[src/rtl/jajd_pkg.sv]
package jajd_pkg;

  localparam int JOINTS_DEF     = 7;
  localparam int VALUE_BITS_DEF = 32;
  localparam int JOINT_W        = 3;
  localparam int INV_DT_W       = 32;
  localparam int FRAC_BITS      = 16;
  localparam int MUL_W          = 32;
  localparam int QUEUE_DEPTH    = 2;

  localparam logic [INV_DT_W-1:0] INV_DT_RESET = 32'd65536000;

  // apb: one 32-bit register, word index taken from paddr[ADDR_W-1:2]
  localparam int ADDR_W = 3;
  localparam int DATA_W = 32;
  localparam logic [ADDR_W-3:0] REG_INV_DT = 1'b0;

  // classification of one item, made by the front end
  typedef struct packed {
    logic [JOINT_W-1:0] joint;
    logic               src;
    logic               clr;
    logic               bad;
  } tag_t;

  // status from the scaling unit
  typedef struct packed {
    logic done;
    logic ok;
  } scale_st_t;

endpackage

[src/rtl/jajd_queue.sv]
module jajd_queue #(
  parameter int WIDTH = 8
) (
  input  logic             clk,
  input  logic             rst,
  input  logic             push,
  input  logic [WIDTH-1:0] push_data,
  output logic             full,
  input  logic             pop,
  output logic             pop_valid,
  output logic [WIDTH-1:0] pop_data
);

  localparam int DEPTH = jajd_pkg::QUEUE_DEPTH;
  localparam int PTR_W = (DEPTH > 1) ? $clog2(DEPTH) : 1;
  localparam int CNT_W = $clog2(DEPTH + 1);

  logic [WIDTH-1:0] mem [DEPTH];
  logic [PTR_W-1:0] wr_ptr;
  logic [PTR_W-1:0] rd_ptr;
  logic [CNT_W-1:0] count;
  logic             do_push;
  logic             do_pop;

  assign full      = (count == CNT_W'(DEPTH));
  assign pop_valid = (count != '0);
  assign pop_data  = mem[rd_ptr];
  assign do_push   = push && !full;
  assign do_pop    = pop && pop_valid;

  always_ff @(posedge clk) begin
    if (do_push) begin
      mem[wr_ptr] <= push_data;
    end
  end

  always_ff @(posedge clk) begin
    if (rst) begin
      wr_ptr <= '0;
      rd_ptr <= '0;
      count  <= '0;
    end else begin
      if (do_push) begin
        wr_ptr <= (wr_ptr == PTR_W'(DEPTH - 1)) ? '0 : wr_ptr + 1'b1;
      end
      if (do_pop) begin
        rd_ptr <= (rd_ptr == PTR_W'(DEPTH - 1)) ? '0 : rd_ptr + 1'b1;
      end
      if (do_push && !do_pop) begin
        count <= count + 1'b1;
      end else if (do_pop && !do_push) begin
        count <= count - 1'b1;
      end
    end
  end

endmodule

[src/rtl/jajd_front.sv]
module jajd_front #(
  parameter int JOINTS     = jajd_pkg::JOINTS_DEF,
  parameter int VALUE_BITS = jajd_pkg::VALUE_BITS_DEF
) (
  input  logic                                 clk,
  input  logic                                 rst,
  input  logic                                 item_valid,
  output logic                                 item_stall,
  input  logic [jajd_pkg::JOINT_W-1:0]         joint_index,
  input  logic signed [VALUE_BITS-1:0]         ref_velocity,
  input  logic signed [VALUE_BITS-1:0]         direct_ref_accel,
  input  logic                                 source_select,
  input  logic signed [VALUE_BITS-1:0]         act_velocity,
  input  logic                                 clear_history,
  output logic                                 push,
  output logic [$bits(jajd_pkg::tag_t)+3*VALUE_BITS-1:0] push_data,
  input  logic                                 q_full
);

  logic                         fr_valid;
  jajd_pkg::tag_t               fr_tag;
  logic signed [VALUE_BITS-1:0] fr_rv;
  logic signed [VALUE_BITS-1:0] fr_da;
  logic signed [VALUE_BITS-1:0] fr_av;
  logic                         take;

  assign item_stall = fr_valid && q_full;
  assign take       = item_valid && !item_stall;
  assign push       = fr_valid && !q_full;
  assign push_data  = {fr_tag, fr_rv, fr_da, fr_av};

  always_ff @(posedge clk) begin
    if (rst) begin
      fr_valid <= 1'b0;
    end else if (take) begin
      fr_valid <= 1'b1;
    end else if (push) begin
      fr_valid <= 1'b0;
    end
  end

  always_ff @(posedge clk) begin
    if (take) begin
      fr_tag.joint <= joint_index;
      fr_tag.src   <= source_select;
      fr_tag.clr   <= clear_history;
      // joints past the configured count leave all state alone
      fr_tag.bad   <= (32'(joint_index) >= 32'(JOINTS));
      fr_rv        <= ref_velocity;
      fr_da        <= direct_ref_accel;
      fr_av        <= act_velocity;
    end
  end

endmodule

[src/rtl/jajd_scale.sv]
module jajd_scale #(
  parameter int VALUE_BITS = jajd_pkg::VALUE_BITS_DEF
) (
  input  logic                                clk,
  input  logic                                rst,
  input  logic                                start,
  input  logic signed [VALUE_BITS-1:0]        a,
  input  logic signed [VALUE_BITS-1:0]        b,
  input  logic [jajd_pkg::INV_DT_W-1:0]       inv_dt,
  output jajd_pkg::scale_st_t                 st,
  output logic signed [VALUE_BITS-1:0]        value
);

  localparam int MAG_W  = VALUE_BITS + 1;
  localparam int MW     = jajd_pkg::MUL_W;
  localparam int PROD_W = 2 * MW;
  localparam int SUM_W  = 3 * MW;
  localparam int FRAC   = jajd_pkg::FRAC_BITS;
  localparam int Q_W    = SUM_W - FRAC;
  localparam int HI_W   = Q_W - VALUE_BITS + 1;
  localparam logic [SUM_W-1:0] ROUND_HALF = SUM_W'(1) << (FRAC - 1);

  typedef enum logic [2:0] {SC_IDLE, SC_LO, SC_HI, SC_SUM, SC_FIN} state_t;

  state_t                  state;
  logic [MAG_W-1:0]        diff;
  logic [MAG_W-1:0]        diff_rev;
  logic                    neg;
  logic [MAG_W-1:0]        mag;
  logic [PROD_W-1:0]       mag_ext;
  logic [MW-1:0]           mul_op;
  logic [PROD_W-1:0]       prod;
  logic [PROD_W-1:0]       plo;
  logic [PROD_W-1:0]       phi;
  logic [SUM_W-1:0]        sum;
  logic [Q_W-1:0]          q;
  logic [HI_W-1:0]         q_hi;
  logic                    ovf;
  logic [VALUE_BITS-1:0]   res;

  assign diff     = {a[VALUE_BITS-1], a} - {b[VALUE_BITS-1], b};
  assign diff_rev = {b[VALUE_BITS-1], b} - {a[VALUE_BITS-1], a};
  assign mag_ext  = PROD_W'(mag);
  // one multiplier, low half of the magnitude first, then the high half
  assign mul_op   = (state == SC_HI) ? mag_ext[PROD_W-1:MW] : mag_ext[MW-1:0];
  assign prod     = PROD_W'(mul_op) * PROD_W'(inv_dt);
  assign sum      = {phi, MW'(0)} + SUM_W'(plo) + ROUND_HALF;
  assign q_hi     = q[Q_W-1:VALUE_BITS-1];
  // the negative bound itself still fits
  assign ovf      = (q_hi != '0) &&
                    !(neg && (q_hi == HI_W'(1)) && (q[VALUE_BITS-2:0] == '0));
  assign res      = neg ? -q[VALUE_BITS-1:0] : q[VALUE_BITS-1:0];

  always_ff @(posedge clk) begin
    if (rst) begin
      state   <= SC_IDLE;
      st.done <= 1'b0;
      st.ok   <= 1'b0;
    end else begin
      st.done <= (state == SC_FIN);
      case (state)
        SC_IDLE: begin
          if (start) begin
            neg   <= diff[MAG_W-1];
            mag   <= diff[MAG_W-1] ? diff_rev : diff;
            state <= SC_LO;
          end
        end
        SC_LO: begin
          plo   <= prod;
          state <= SC_HI;
        end
        SC_HI: begin
          phi   <= prod;
          state <= SC_SUM;
        end
        SC_SUM: begin
          q     <= sum[SUM_W-1:FRAC];
          state <= SC_FIN;
        end
        SC_FIN: begin
          value   <= ovf ? '0 : res;
          st.ok   <= !ovf;
          state   <= SC_IDLE;
        end
        default: begin
          state <= SC_IDLE;
        end
      endcase
    end
  end

endmodule

[src/rtl/jajd_back.sv]
module jajd_back #(
  parameter int JOINTS     = jajd_pkg::JOINTS_DEF,
  parameter int VALUE_BITS = jajd_pkg::VALUE_BITS_DEF
) (
  input  logic                                 clk,
  input  logic                                 rst,
  input  logic                                 q_valid,
  input  logic [$bits(jajd_pkg::tag_t)+3*VALUE_BITS-1:0] q_data,
  output logic                                 q_pop,
  output logic                                 sc_start,
  output logic signed [VALUE_BITS-1:0]         sc_a,
  output logic signed [VALUE_BITS-1:0]         sc_b,
  input  jajd_pkg::scale_st_t                  sc_st,
  input  logic signed [VALUE_BITS-1:0]         sc_value,
  output logic                                 result_valid,
  input  logic                                 result_stall,
  output logic [jajd_pkg::JOINT_W-1:0]         out_joint,
  output logic signed [VALUE_BITS-1:0]         ref_accel,
  output logic                                 ref_accel_ok,
  output logic signed [VALUE_BITS-1:0]         ref_jerk,
  output logic                                 ref_jerk_ok,
  output logic signed [VALUE_BITS-1:0]         act_accel,
  output logic                                 act_accel_ok,
  output logic signed [VALUE_BITS-1:0]         act_jerk,
  output logic                                 act_jerk_ok
);

  localparam int VB     = VALUE_BITS;
  localparam int TAG_W  = $bits(jajd_pkg::tag_t);
  localparam int QW     = TAG_W + 3 * VB;
  localparam int JIDX_W = (JOINTS > 1) ? $clog2(JOINTS) : 1;
  localparam int SEEN_SRC = 0;
  localparam int SEEN_RV  = 1;
  localparam int SEEN_RA  = 2;
  localparam int SEEN_AV  = 3;
  localparam int SEEN_AA  = 4;

  typedef enum logic [1:0] {ST_IDLE, ST_ISSUE, ST_WAIT, ST_DONE} state_t;
  typedef enum logic [1:0] {OP_RA, OP_AA, OP_RJ, OP_AJ} op_t;

  // per-joint history
  logic signed [VB-1:0] last_rv [JOINTS];
  logic signed [VB-1:0] last_ra [JOINTS];
  logic signed [VB-1:0] last_av [JOINTS];
  logic signed [VB-1:0] last_aa [JOINTS];
  logic [4:0]           seen_flags [JOINTS];
  logic                 last_source [JOINTS];

  state_t               state;
  op_t                  op;
  op_t                  op_next;
  jajd_pkg::tag_t       cur;
  jajd_pkg::tag_t       q_tag;
  logic [JIDX_W-1:0]    jidx_q;
  logic [JIDX_W-1:0]    jidx;
  logic                 clear_now;
  logic                 need;
  logic                 out_free;
  logic [4:0]           seen;
  logic signed [VB-1:0] rv, da, av;
  logic signed [VB-1:0] h_rv, h_ra, h_av, h_aa;
  logic signed [VB-1:0] ra, rj, aa, aj;
  logic                 ra_ok, rj_ok, aa_ok, aj_ok;

  assign q_tag     = q_data[QW-1 -: TAG_W];
  assign jidx_q    = JIDX_W'(q_tag.joint);
  assign jidx      = JIDX_W'(cur.joint);
  assign clear_now = q_tag.clr ||
                     (seen_flags[jidx_q][SEEN_SRC] && (q_tag.src != last_source[jidx_q]));
  assign q_pop     = (state == ST_IDLE) && q_valid;
  assign out_free  = !result_valid || !result_stall;
  assign sc_start  = (state == ST_ISSUE) && need;

  always_comb begin
    need = 1'b0;
    sc_a = rv;
    sc_b = h_rv;
    case (op)
      OP_RA: begin
        need = !cur.src && seen[SEEN_RV];
      end
      OP_AA: begin
        need = seen[SEEN_AV];
        sc_a = av;
        sc_b = h_av;
      end
      OP_RJ: begin
        need = ra_ok && seen[SEEN_RA];
        sc_a = ra;
        sc_b = h_ra;
      end
      OP_AJ: begin
        need = aa_ok && seen[SEEN_AA];
        sc_a = aa;
        sc_b = h_aa;
      end
      default: begin
        need = 1'b0;
      end
    endcase
  end

  always_comb begin
    case (op)
      OP_RA:   op_next = OP_AA;
      OP_AA:   op_next = OP_RJ;
      OP_RJ:   op_next = OP_AJ;
      default: op_next = OP_AJ;
    endcase
  end

  always_ff @(posedge clk) begin
    if (rst) begin
      state        <= ST_IDLE;
      op           <= OP_RA;
      result_valid <= 1'b0;
    end else begin
      if ((state == ST_DONE) && out_free) begin
        result_valid <= 1'b1;
      end else if (result_valid && !result_stall) begin
        result_valid <= 1'b0;
      end
      case (state)
        ST_IDLE: begin
          if (q_valid) begin
            cur   <= q_tag;
            rv    <= q_data[3*VB-1 -: VB];
            da    <= q_data[2*VB-1 -: VB];
            av    <= q_data[VB-1:0];
            h_rv  <= last_rv[jidx_q];
            h_ra  <= last_ra[jidx_q];
            h_av  <= last_av[jidx_q];
            h_aa  <= last_aa[jidx_q];
            seen  <= clear_now ? '0 : seen_flags[jidx_q];
            ra    <= '0;
            rj    <= '0;
            aa    <= '0;
            aj    <= '0;
            ra_ok <= 1'b0;
            rj_ok <= 1'b0;
            aa_ok <= 1'b0;
            aj_ok <= 1'b0;
            op    <= OP_RA;
            state <= q_tag.bad ? ST_DONE : ST_ISSUE;
          end
        end
        ST_ISSUE: begin
          if (need) begin
            state <= ST_WAIT;
          end else begin
            if ((op == OP_RA) && cur.src) begin
              ra    <= da;
              ra_ok <= 1'b1;
            end
            if (op == OP_AJ) begin
              state <= ST_DONE;
            end else begin
              op <= op_next;
            end
          end
        end
        ST_WAIT: begin
          if (sc_st.done) begin
            case (op)
              OP_RA: begin
                ra    <= sc_value;
                ra_ok <= sc_st.ok;
              end
              OP_AA: begin
                aa    <= sc_value;
                aa_ok <= sc_st.ok;
              end
              OP_RJ: begin
                rj    <= sc_value;
                rj_ok <= sc_st.ok;
              end
              default: begin
                aj    <= sc_value;
                aj_ok <= sc_st.ok;
              end
            endcase
            if (op == OP_AJ) begin
              state <= ST_DONE;
            end else begin
              op    <= op_next;
              state <= ST_ISSUE;
            end
          end
        end
        ST_DONE: begin
          if (out_free) begin
            out_joint    <= cur.joint;
            ref_accel    <= ra;
            ref_accel_ok <= ra_ok;
            ref_jerk     <= rj;
            ref_jerk_ok  <= rj_ok;
            act_accel    <= aa;
            act_accel_ok <= aa_ok;
            act_jerk     <= aj;
            act_jerk_ok  <= aj_ok;
            state        <= ST_IDLE;
          end
        end
        default: begin
          state <= ST_IDLE;
        end
      endcase
    end
  end

  // values are only read behind their seen flag, so only the flags reset
  always_ff @(posedge clk) begin
    if (rst) begin
      for (int j = 0; j < JOINTS; j++) begin
        seen_flags[j] <= '0;
      end
    end else if ((state == ST_DONE) && out_free && !cur.bad) begin
      seen_flags[jidx]  <= seen | 5'((1 << SEEN_SRC) | (1 << SEEN_RV) | (1 << SEEN_AV)) |
                           (ra_ok ? 5'(1 << SEEN_RA) : 5'd0) |
                           (aa_ok ? 5'(1 << SEEN_AA) : 5'd0);
      last_source[jidx] <= cur.src;
      last_rv[jidx]     <= rv;
      last_av[jidx]     <= av;
      if (ra_ok) begin
        last_ra[jidx] <= ra;
      end
      if (aa_ok) begin
        last_aa[jidx] <= aa;
      end
    end
  end

endmodule

[src/rtl/joint_accel_jerk_differentiator.sv]
// Per-joint backward-difference differentiator. Each input beat carries one
// joint's reference velocity, direct reference acceleration, source select,
// measured velocity and a clear request; each output beat gives reference and
// actual acceleration ((v - v_prev) * inv_dt) and jerk ((a - a_prev) * inv_dt)
// in signed Q16.16, each with a valid flag, rounded half away from zero; an
// overflowing or invalid value reads zero with its flag low. A clear request
// or a change of source forgets that joint's history first. inv_dt sits at
// byte address 0 of the APB port (reset 65536000 = 1 kHz) and may be written
// only while the block is idle. A front end registers and classifies beats
// into a two-entry queue; the back end runs one item at a time through a
// shared 32x32 multiplier, which every differenced term passes twice. An
// out-of-range joint skips the multiplier and returns all zeros.
module joint_accel_jerk_differentiator #(
  parameter int JOINTS     = jajd_pkg::JOINTS_DEF,
  parameter int VALUE_BITS = jajd_pkg::VALUE_BITS_DEF
) (
  input  logic                                 clk,
  input  logic                                 rst,
  input  logic                                 psel,
  input  logic                                 penable,
  input  logic                                 pwrite,
  input  logic [jajd_pkg::ADDR_W-1:0]          paddr,
  input  logic [jajd_pkg::DATA_W-1:0]          pwdata,
  output logic [jajd_pkg::DATA_W-1:0]          prdata,
  output logic                                 pready,
  input  logic                                 item_valid,
  output logic                                 item_stall,
  input  logic [jajd_pkg::JOINT_W-1:0]         joint_index,
  input  logic signed [VALUE_BITS-1:0]         ref_velocity,
  input  logic signed [VALUE_BITS-1:0]         direct_ref_accel,
  input  logic                                 source_select,
  input  logic signed [VALUE_BITS-1:0]         act_velocity,
  input  logic                                 clear_history,
  output logic                                 result_valid,
  input  logic                                 result_stall,
  output logic [jajd_pkg::JOINT_W-1:0]         out_joint,
  output logic signed [VALUE_BITS-1:0]         ref_accel,
  output logic                                 ref_accel_ok,
  output logic signed [VALUE_BITS-1:0]         ref_jerk,
  output logic                                 ref_jerk_ok,
  output logic signed [VALUE_BITS-1:0]         act_accel,
  output logic                                 act_accel_ok,
  output logic signed [VALUE_BITS-1:0]         act_jerk,
  output logic                                 act_jerk_ok
);

  localparam int QW = $bits(jajd_pkg::tag_t) + 3 * VALUE_BITS;

  logic [jajd_pkg::INV_DT_W-1:0] inv_dt;
  logic [jajd_pkg::ADDR_W-3:0]   reg_idx;
  logic                          push;
  logic [QW-1:0]                 push_data;
  logic                          q_full;
  logic                          q_pop;
  logic                          q_valid;
  logic [QW-1:0]                 q_data;
  logic                          sc_start;
  logic signed [VALUE_BITS-1:0]  sc_a;
  logic signed [VALUE_BITS-1:0]  sc_b;
  jajd_pkg::scale_st_t           sc_st;
  logic signed [VALUE_BITS-1:0]  sc_value;

  assign pready  = 1'b1;
  assign reg_idx = paddr[jajd_pkg::ADDR_W-1:2];
  assign prdata  = (reg_idx == jajd_pkg::REG_INV_DT) ? inv_dt : '0;

  always_ff @(posedge clk) begin
    if (rst) begin
      inv_dt <= jajd_pkg::INV_DT_RESET;
    end else if (psel && penable && pwrite && pready &&
                 (reg_idx == jajd_pkg::REG_INV_DT)) begin
      inv_dt <= pwdata;
    end
  end

  jajd_front #(
    .JOINTS     (JOINTS),
    .VALUE_BITS (VALUE_BITS)
  ) u_front (
    .clk              (clk),
    .rst              (rst),
    .item_valid       (item_valid),
    .item_stall       (item_stall),
    .joint_index      (joint_index),
    .ref_velocity     (ref_velocity),
    .direct_ref_accel (direct_ref_accel),
    .source_select    (source_select),
    .act_velocity     (act_velocity),
    .clear_history    (clear_history),
    .push             (push),
    .push_data        (push_data),
    .q_full           (q_full)
  );

  jajd_queue #(
    .WIDTH (QW)
  ) u_queue (
    .clk       (clk),
    .rst       (rst),
    .push      (push),
    .push_data (push_data),
    .full      (q_full),
    .pop       (q_pop),
    .pop_valid (q_valid),
    .pop_data  (q_data)
  );

  jajd_scale #(
    .VALUE_BITS (VALUE_BITS)
  ) u_scale (
    .clk    (clk),
    .rst    (rst),
    .start  (sc_start),
    .a      (sc_a),
    .b      (sc_b),
    .inv_dt (inv_dt),
    .st     (sc_st),
    .value  (sc_value)
  );

  jajd_back #(
    .JOINTS     (JOINTS),
    .VALUE_BITS (VALUE_BITS)
  ) u_back (
    .clk          (clk),
    .rst          (rst),
    .q_valid      (q_valid),
    .q_data       (q_data),
    .q_pop        (q_pop),
    .sc_start     (sc_start),
    .sc_a         (sc_a),
    .sc_b         (sc_b),
    .sc_st        (sc_st),
    .sc_value     (sc_value),
    .result_valid (result_valid),
    .result_stall (result_stall),
    .out_joint    (out_joint),
    .ref_accel    (ref_accel),
    .ref_accel_ok (ref_accel_ok),
    .ref_jerk     (ref_jerk),
    .ref_jerk_ok  (ref_jerk_ok),
    .act_accel    (act_accel),
    .act_accel_ok (act_accel_ok),
    .act_jerk     (act_jerk),
    .act_jerk_ok  (act_jerk_ok)
  );

endmodule

[config.mk]
export PLATFORM = sky130hd
export DESIGN_NAME = joint_accel_jerk_differentiator
export DESIGN_NICKNAME = d
export VERILOG_FILES = /design/src/rtl/jajd_pkg.sv /design/src/rtl/jajd_queue.sv /design/src/rtl/jajd_front.sv /design/src/rtl/jajd_scale.sv /design/src/rtl/jajd_back.sv /design/src/rtl/joint_accel_jerk_differentiator.sv
export SDC_FILE = /design/constraint.sdc
export NUM_CORES = 2
export LEC_CHECK = 0
export BUFFER_PORTS_ARGS = -buffer_cell sky130_fd_sc_hd__buf_2
export CAP_MARGIN = 20
export CORE_MARGIN = 5
export CORE_UTILIZATION = 33
export CTS_BUF_LIST = sky130_fd_sc_hd__clkbuf_2
export DETAILED_ROUTE_END_ITERATION = 10
export GPL_ROUTABILITY_DRIVEN = 0
export PLACE_DENSITY = 0.49
export SKIP_CTS_REPAIR_TIMING = 1
export SLEW_MARGIN = 15
export SYNTH_ARGS = -nofsm -noshare
export SYNTH_HDL_FRONTEND = slang
export SYNTH_HIERARCHICAL = 1
export SYNTH_SLANG_ARGS = --single-unit
[constraint.sdc]
create_clock -name clk -period 16.3 [get_ports clk]
set_input_delay 3.26 -clock clk [delete_from_list [all_inputs] [get_ports clk]]
set_output_delay 3.26 -clock clk [all_outputs]
set_load 0.01 [all_outputs]
; Word level (Yosys, flattened, before mapping)
; Memories as Yosys holds them, arrays and structs flattened. A register that Yosys moved wholly into a read port is not among the register bits.
; Cells that the tools add are included.
[word_totals]
out_inout_bits = 170
ramBits = 1142
romBits = 0
ff_bits = 796
mem_count = 7
input_bits = 143
latch_bits = 0
[classes]
n_bitwise = 4
mux = 83
eq_ne = 24
n_addsub = 9
n_lt_le_gt_ge = 1
n_mul = 1
n_div = 0
reduce_logical = 61
shift = 0
[mem_list]
columns = memory, words, word_bits, rd, rd_clocked_by_memory_dff, write_ports, line
row1 = u_back.last_aa, 7, 32, 1, 1, 1, jajd_back.sv:45  ; logic signed [VB-1:0] last_aa [JOINTS];
row2 = u_back.last_av, 7, 32, 1, 1, 1, jajd_back.sv:44  ; logic signed [VB-1:0] last_av [JOINTS];
row3 = u_back.last_ra, 7, 32, 1, 1, 1, jajd_back.sv:43  ; logic signed [VB-1:0] last_ra [JOINTS];
row4 = u_back.last_rv, 7, 32, 1, 1, 1, jajd_back.sv:42  ; logic signed [VB-1:0] last_rv [JOINTS];
row5 = u_queue.mem, 2, 102, 1, 1, 1, jajd_queue.sv:18  ; logic [WIDTH-1:0] mem [DEPTH];
row6 = u_back.seen_flags, 7, 5, 1, 0, 7, jajd_back.sv:46  ; logic [4:0] seen_flags [JOINTS];
row7 = 1 more memories, --, --, --, --, --, --
[ops]
columns = cell, count
row1 = two-way mux 32 bit, 15
row2 = one-hot mux 32 bit (3 select lines), 3
row3 = one-hot mux 32 bit (2 select lines), 3
row4 = "adder 96 x 16 -> 96 bit, second input constant", 1
row5 = adder 96 x 64 -> 96 bit, 1
row6 = subtractor 32 x 32 -> 33 bit, 2
row7 = multiplier 32 x 32 -> 64 bit, 1
row8 = "equality test 49 x 1 -> 1 bit, second input constant", 1
row9 = nonzero test 49 bit, 1
row10 = two-way mux 1 bit, 35
row11 = negator 32 bit, 1
row12 = zero test 31 bit, 1
row13 = two-way mux 2 bit, 13
row14 = logical AND 1 bit, 23
row15 = AND reduction 5 bit, 3
row16 = "inequality test 2 bit, second input constant", 7
row17 = one-hot mux 3 bit (4 select lines), 1
row18 = "equality test 2 bit, second input constant", 5
row19 = zero test 1 bit, 10
row20 = two-way mux 5 bit, 2
row21 = OR 5 bit, 2
row22 = nonzero test 2 bit, 5
row23 = two-way mux 3 bit, 3
row24 = AND reduction 3 bit, 3
row25 = other kinds (27), 41

; Longest topological paths before layout
[depth]
ltp_word = 9
depth_mapped = 32
ltp_nobuf = 29

; Cells and area by module
; Netlist, hierarchy kept.
[modules_own_cells]
columns = mod, cells_per_inst, n_inst, area_per_inst_um2, seq_area_each_um2
row1 = jajd_back, 2490, 1, 53267.3, 42891.1
row2 = jajd_scale, 5001, 1, 48021.1, 7877.6
row3 = jajd_queue, 342, 1, 7602.3, 6226.0
row4 = jajd_front, 109, 1, 3124.2, 3083.0
row5 = joint_accel_jerk_differentiator, 177, 1, 1666.6, 640.6

; Worst setup path after synthesis
; Ideal clock, no wire load.
[synth_timing]
path_kind = input to register
from = in rst
to = reg u_back.av[0] (enable)
setup_time_ns = 0.857
required_time_ns = 15.443
arrival_time_ns = 13.633
setup_slack_ns = 1.810
n_path_buf = 1
stages = 2
path_cell_list = clkbuf_2 > nor2b_1
[synth_between]
elab_chain_len = 2
[synth_lines]
columns = item, line
row1 = from (decl), joint_accel_jerk_differentiator.sv:18  ; input logic rst,
row2 = inverter 1 bit (no source line), --
row3 = AND reduction 3 bit (no source line), --
row4 = to (signal assigned), jajd_back.sv:129  ; av <= q_data[VB-1:0];
row5 = to (decl), jajd_back.sv:60  ; logic signed [VB-1:0] rv, da, av;
; No other way between the ends.
; A chain may end at the register's enable or synchronous reset.

; Worst setup path after layout
[layout_timing]
from = reg u_scale.state[1]
to = reg u_scale.plo[63] (data pin)
[layout_between]
elab_chain_len = 3
[layout_lines]
columns = item, line
row1 = from (decl), jajd_scale.sv:25  ; state_t state;
row2 = from (signal assigned), jajd_scale.sv:56  ; state <= SC_IDLE;
row3 = from (signal assigned), jajd_scale.sv:66  ; state <= SC_LO;
row4 = from (signal assigned), jajd_scale.sv:71  ; state <= SC_HI;
row5 = equality test 3 x 2 -> 1 bit, jajd_scale.sv:45  ; assign mul_op = (state == SC_HI) ? mag_ext[PROD_W-1:MW] : mag_ext[MW-1:0];
row6 = two-way mux 32 bit, jajd_scale.sv:45
row7 = multiplier 32 x 32 -> 64 bit, jajd_scale.sv:46  ; assign prod = PROD_W'(mul_op) * PROD_W'(inv_dt);
row8 = named net u_scale.prod[63], jajd_scale.sv:32  ; logic [PROD_W-1:0] prod;
row9 = to (signal assigned), jajd_scale.sv:70  ; plo <= prod;
row10 = to (decl), jajd_scale.sv:33  ; logic [PROD_W-1:0] plo;
; The timed path passes the listed nets, and every way through them passes these cells.

==> reports/qor.txt <==
FP Rows = 215
Core region area = 343,000 um^2
Final Hold Vio Count = 0
Grt ovf = 0
CTS tree = done
Routed WL = 325,000 um
Post-route cell area = 125,000 um^2
Synth Instances = 8,119
Wire length per cell = 23.9 um
Slew HR = 0.314
Number of port buffers = 309
Final antenna-violating net count = 0
Worst hold path type = reg2reg
# DRC = 0
Sequential share of the synthesized area = 0.534
CTS Buffer Depth = 4
Maxcap violations = 0
Period minus WS final = 9780 ps
Clk_skew = 289 ps
Via count = 66.3k
DIE AREA = 356,000 um^2
Place WS = 6450 ps
Die H = 597 um
Leak pwr = 49.2 nW
Worst flop-to-flop path startpoint = u_scale/state[1]
Syn_nets = 9,528
Slew Viols, Final = 0
Least-Margin Pin Slew = 1030 ps
Critical Path End = u_scale/plo[63]
Crit Path Class = reg2reg
First-pass GRT wire length = 478,000 um
Final instance count without filler cells = 13.6k
Initial antenna violation count = 36
Synth top area cells = edfxtp_1 (53%), fa_1 (16%), ha_1 (4.1%), mux4_2 (3.9%), and2_1 (3.6%)
Async SR Flop Fraction = 0
Leading area contributor after synthesis = edfxtp_1
Synth top area share = 0.525
1st-iter DRT viols = 4,500
Largest net degree at the start of global routing = 98
Max IR drop VDD = 383 uV
Synth Cell Area = 114,000 um^2
Crit start category = flip-flop
RSZ-0062 raised after global routing = no
H-tree Lvls = 6
Critical Path AT = 11,200 ps
Maximum clock rate = 102 MHz
Status = complete, no violations
Syn avg cell area = 14.0 um^2
Placed cell count = 12.7k
Seq cells post-synth = 2,039
Clk pin slew, worst setup/hold paths = 100 ps
Hpwl dp = 216,000 um
Ys Warns = 6
Worst Path Required = 17,730 ps
Critical Path Source = u_scale/state[1]
Crit. End Element = flip-flop
Total power = 26.3 mW
Post-synth EDFFs = 1,988
Starting Density = 0.331
Total global-route track usage = 0.180
Flop2flop setup slack = 6520 ps
# setup viols final = 0
Drt first pass iters = 6
Die Wd = 597 um
Setup TNS = 0 ps
Root Driver = clkbuf_2
Layout Nets = 10.1k
Area delta synth->final = 10.2%
CTS buffer count = 532
Sinks on Clock Net = 2,039
Crit Path Max Fanout = 33
Worst skew pair latency = 1970 ps
Reg2reg end = u_scale/plo[63]
Layout cells sized above 1 = 0.198
Register-to-Register Path Depth = 27
Via density per instance = 4.87
Hold WS = 389 ps
Yosys cell types = 88
IO Pins = 313
Final worst slack = 6520 ps
P per Cell Area = 210 nW/um^2
Ys flop type = edfxtp_1
Final core utilization = 0.365
Post-Place Cell Area = 121,000 um^2
Tcrit/Tclk final = 0.600
Vias in the first global route = 71.7k
cells in the final DEF (no fill, tap or decap), drive strengths merged, types with 75 or more instances in the layout:
master / instances
nor2b: 115
edfxtp: 1988
a21oi: 219
buf: 448
nand2: 694
xor2: 76
mux2: 233
mux2i: 179
ha: 368
a21o: 75
xnor2: 127
clkbuf: 743
clkinv: 80
nand2b: 87
fa: 898
and2: 666
mux4: 199
inv: 968
o21ai: 237
nor2: 145
critical path, cell delays in order (launching register included):
cell	delay, ps
dfxtp_1	550
and2_2	210
buf_4	460
nor2b_2	80
buf_4	310
and2_1	270
fa_1	520
fa_1	460
fa_1	550
inv_1	50
fa_1	480
inv_1	50
fa_1	490
inv_1	50
fa_1	550
inv_1	50
fa_1	500
fa_1	440
ha_1	400
a21oi_1	230
o21ai_0	160
a221oi_1	310
o211ai_1	220
a211oi_1	740
nand3_1	360
a41o_1	370
nor4b_1	360
nor3_1	120
where the power goes:
part	internal (mW)	switching [mW]	total, mW
Clock	1.48	2.09	3.58
Sequential	7.46	0.506	7.97
Combinational	5.21	9.52	14.7
flip-flops by register name (all words and copies together) (netlist names), 33 cells and up, named ones only:
| name | count |
|---|---|
| u_scale/phi | 64 |
| u_back/last_av | 224 |
| u_scale/mag | 33 |
| u_scale/plo | 49 |
| u_back/last_ra | 224 |
| u_queue/mem | 204 |
| u_scale/q | 80 |
| u_back/last_rv | 224 |
| u_back/last_aa | 224 |
cells by family after synthesis:
logic type / after synthesis / synth area share
other: 1 / 0.0000330
buffers and inverters: 1352 / 0.0471
AO/OA/AOI/OAI: 706 / 0.0372
multiplexers: 611 / 0.0783
flip-flops: 2039 / 0.534
XOR/XNOR: 203 / 0.0156
AND/OR/NAND/NOR: 1941 / 0.0890
adder cells (fa/ha/maj): 1266 / 0.199
worst min-delay path by stage:
stage	from	depth (start not counted)	slack [ps]	end
after floorplan	u_back/aj[0]	0	400	u_back/act_jerk[0]
after global placement	u_back/rj[23]	0	400	u_back/ref_jerk[23]
after detailed placement	u_back/aj[14]	0	400	u_back/act_jerk[14]
after CTS	u_front/fr_da[10]	0	380	u_queue/mem[1][42]
after global routing	u_back/rj[29]	0	380	u_back/ref_jerk[29]
final	u_back/rj[29]	0	390	u_back/ref_jerk[29]
routing by layer:
metal / vias to the layer above / GRT usage / share of wire / routed length, um
met1: 34600 / 0.229 / 0.41 / 134000
met4: 8 / 0.0488 / 0.025 / 8070
met3: 457 / 0.0267 / 0.049 / 15800
met2: 1905 / 0.321 / 0.51 / 167000
li1: 29300 / - / - / -
met5: - / 0 / 0.00017 / 55
synth_stat cells, drive strengths merged, types with 51 or more instances:
cell type,number
nand2b,87
inv,953
edfxtp,1988
fa,898
xnor2,127
o21ai,237
mux4,199
mux2i,179
dfxtp,51
nand2,694
nor2,145
xor2,76
a21o,75
buf,85
nor2b,115
ha,368
a21oi,219
mux2,233
clkbuf,314
and2,666
layout make-up:
type,instances,area (um^2)
Timing Repair Buffer,448,2620
Antenna cell,17,42.5
Tap cell,4557,5700
Clock buffer,743,3720
Fill cell,33400,218000
Clock inverter,123,983
Sequential cell,2039,60700
Multi-Input combinational cell,4728,47900
Inverter,953,3580
(Power assumes the default switching activity.)
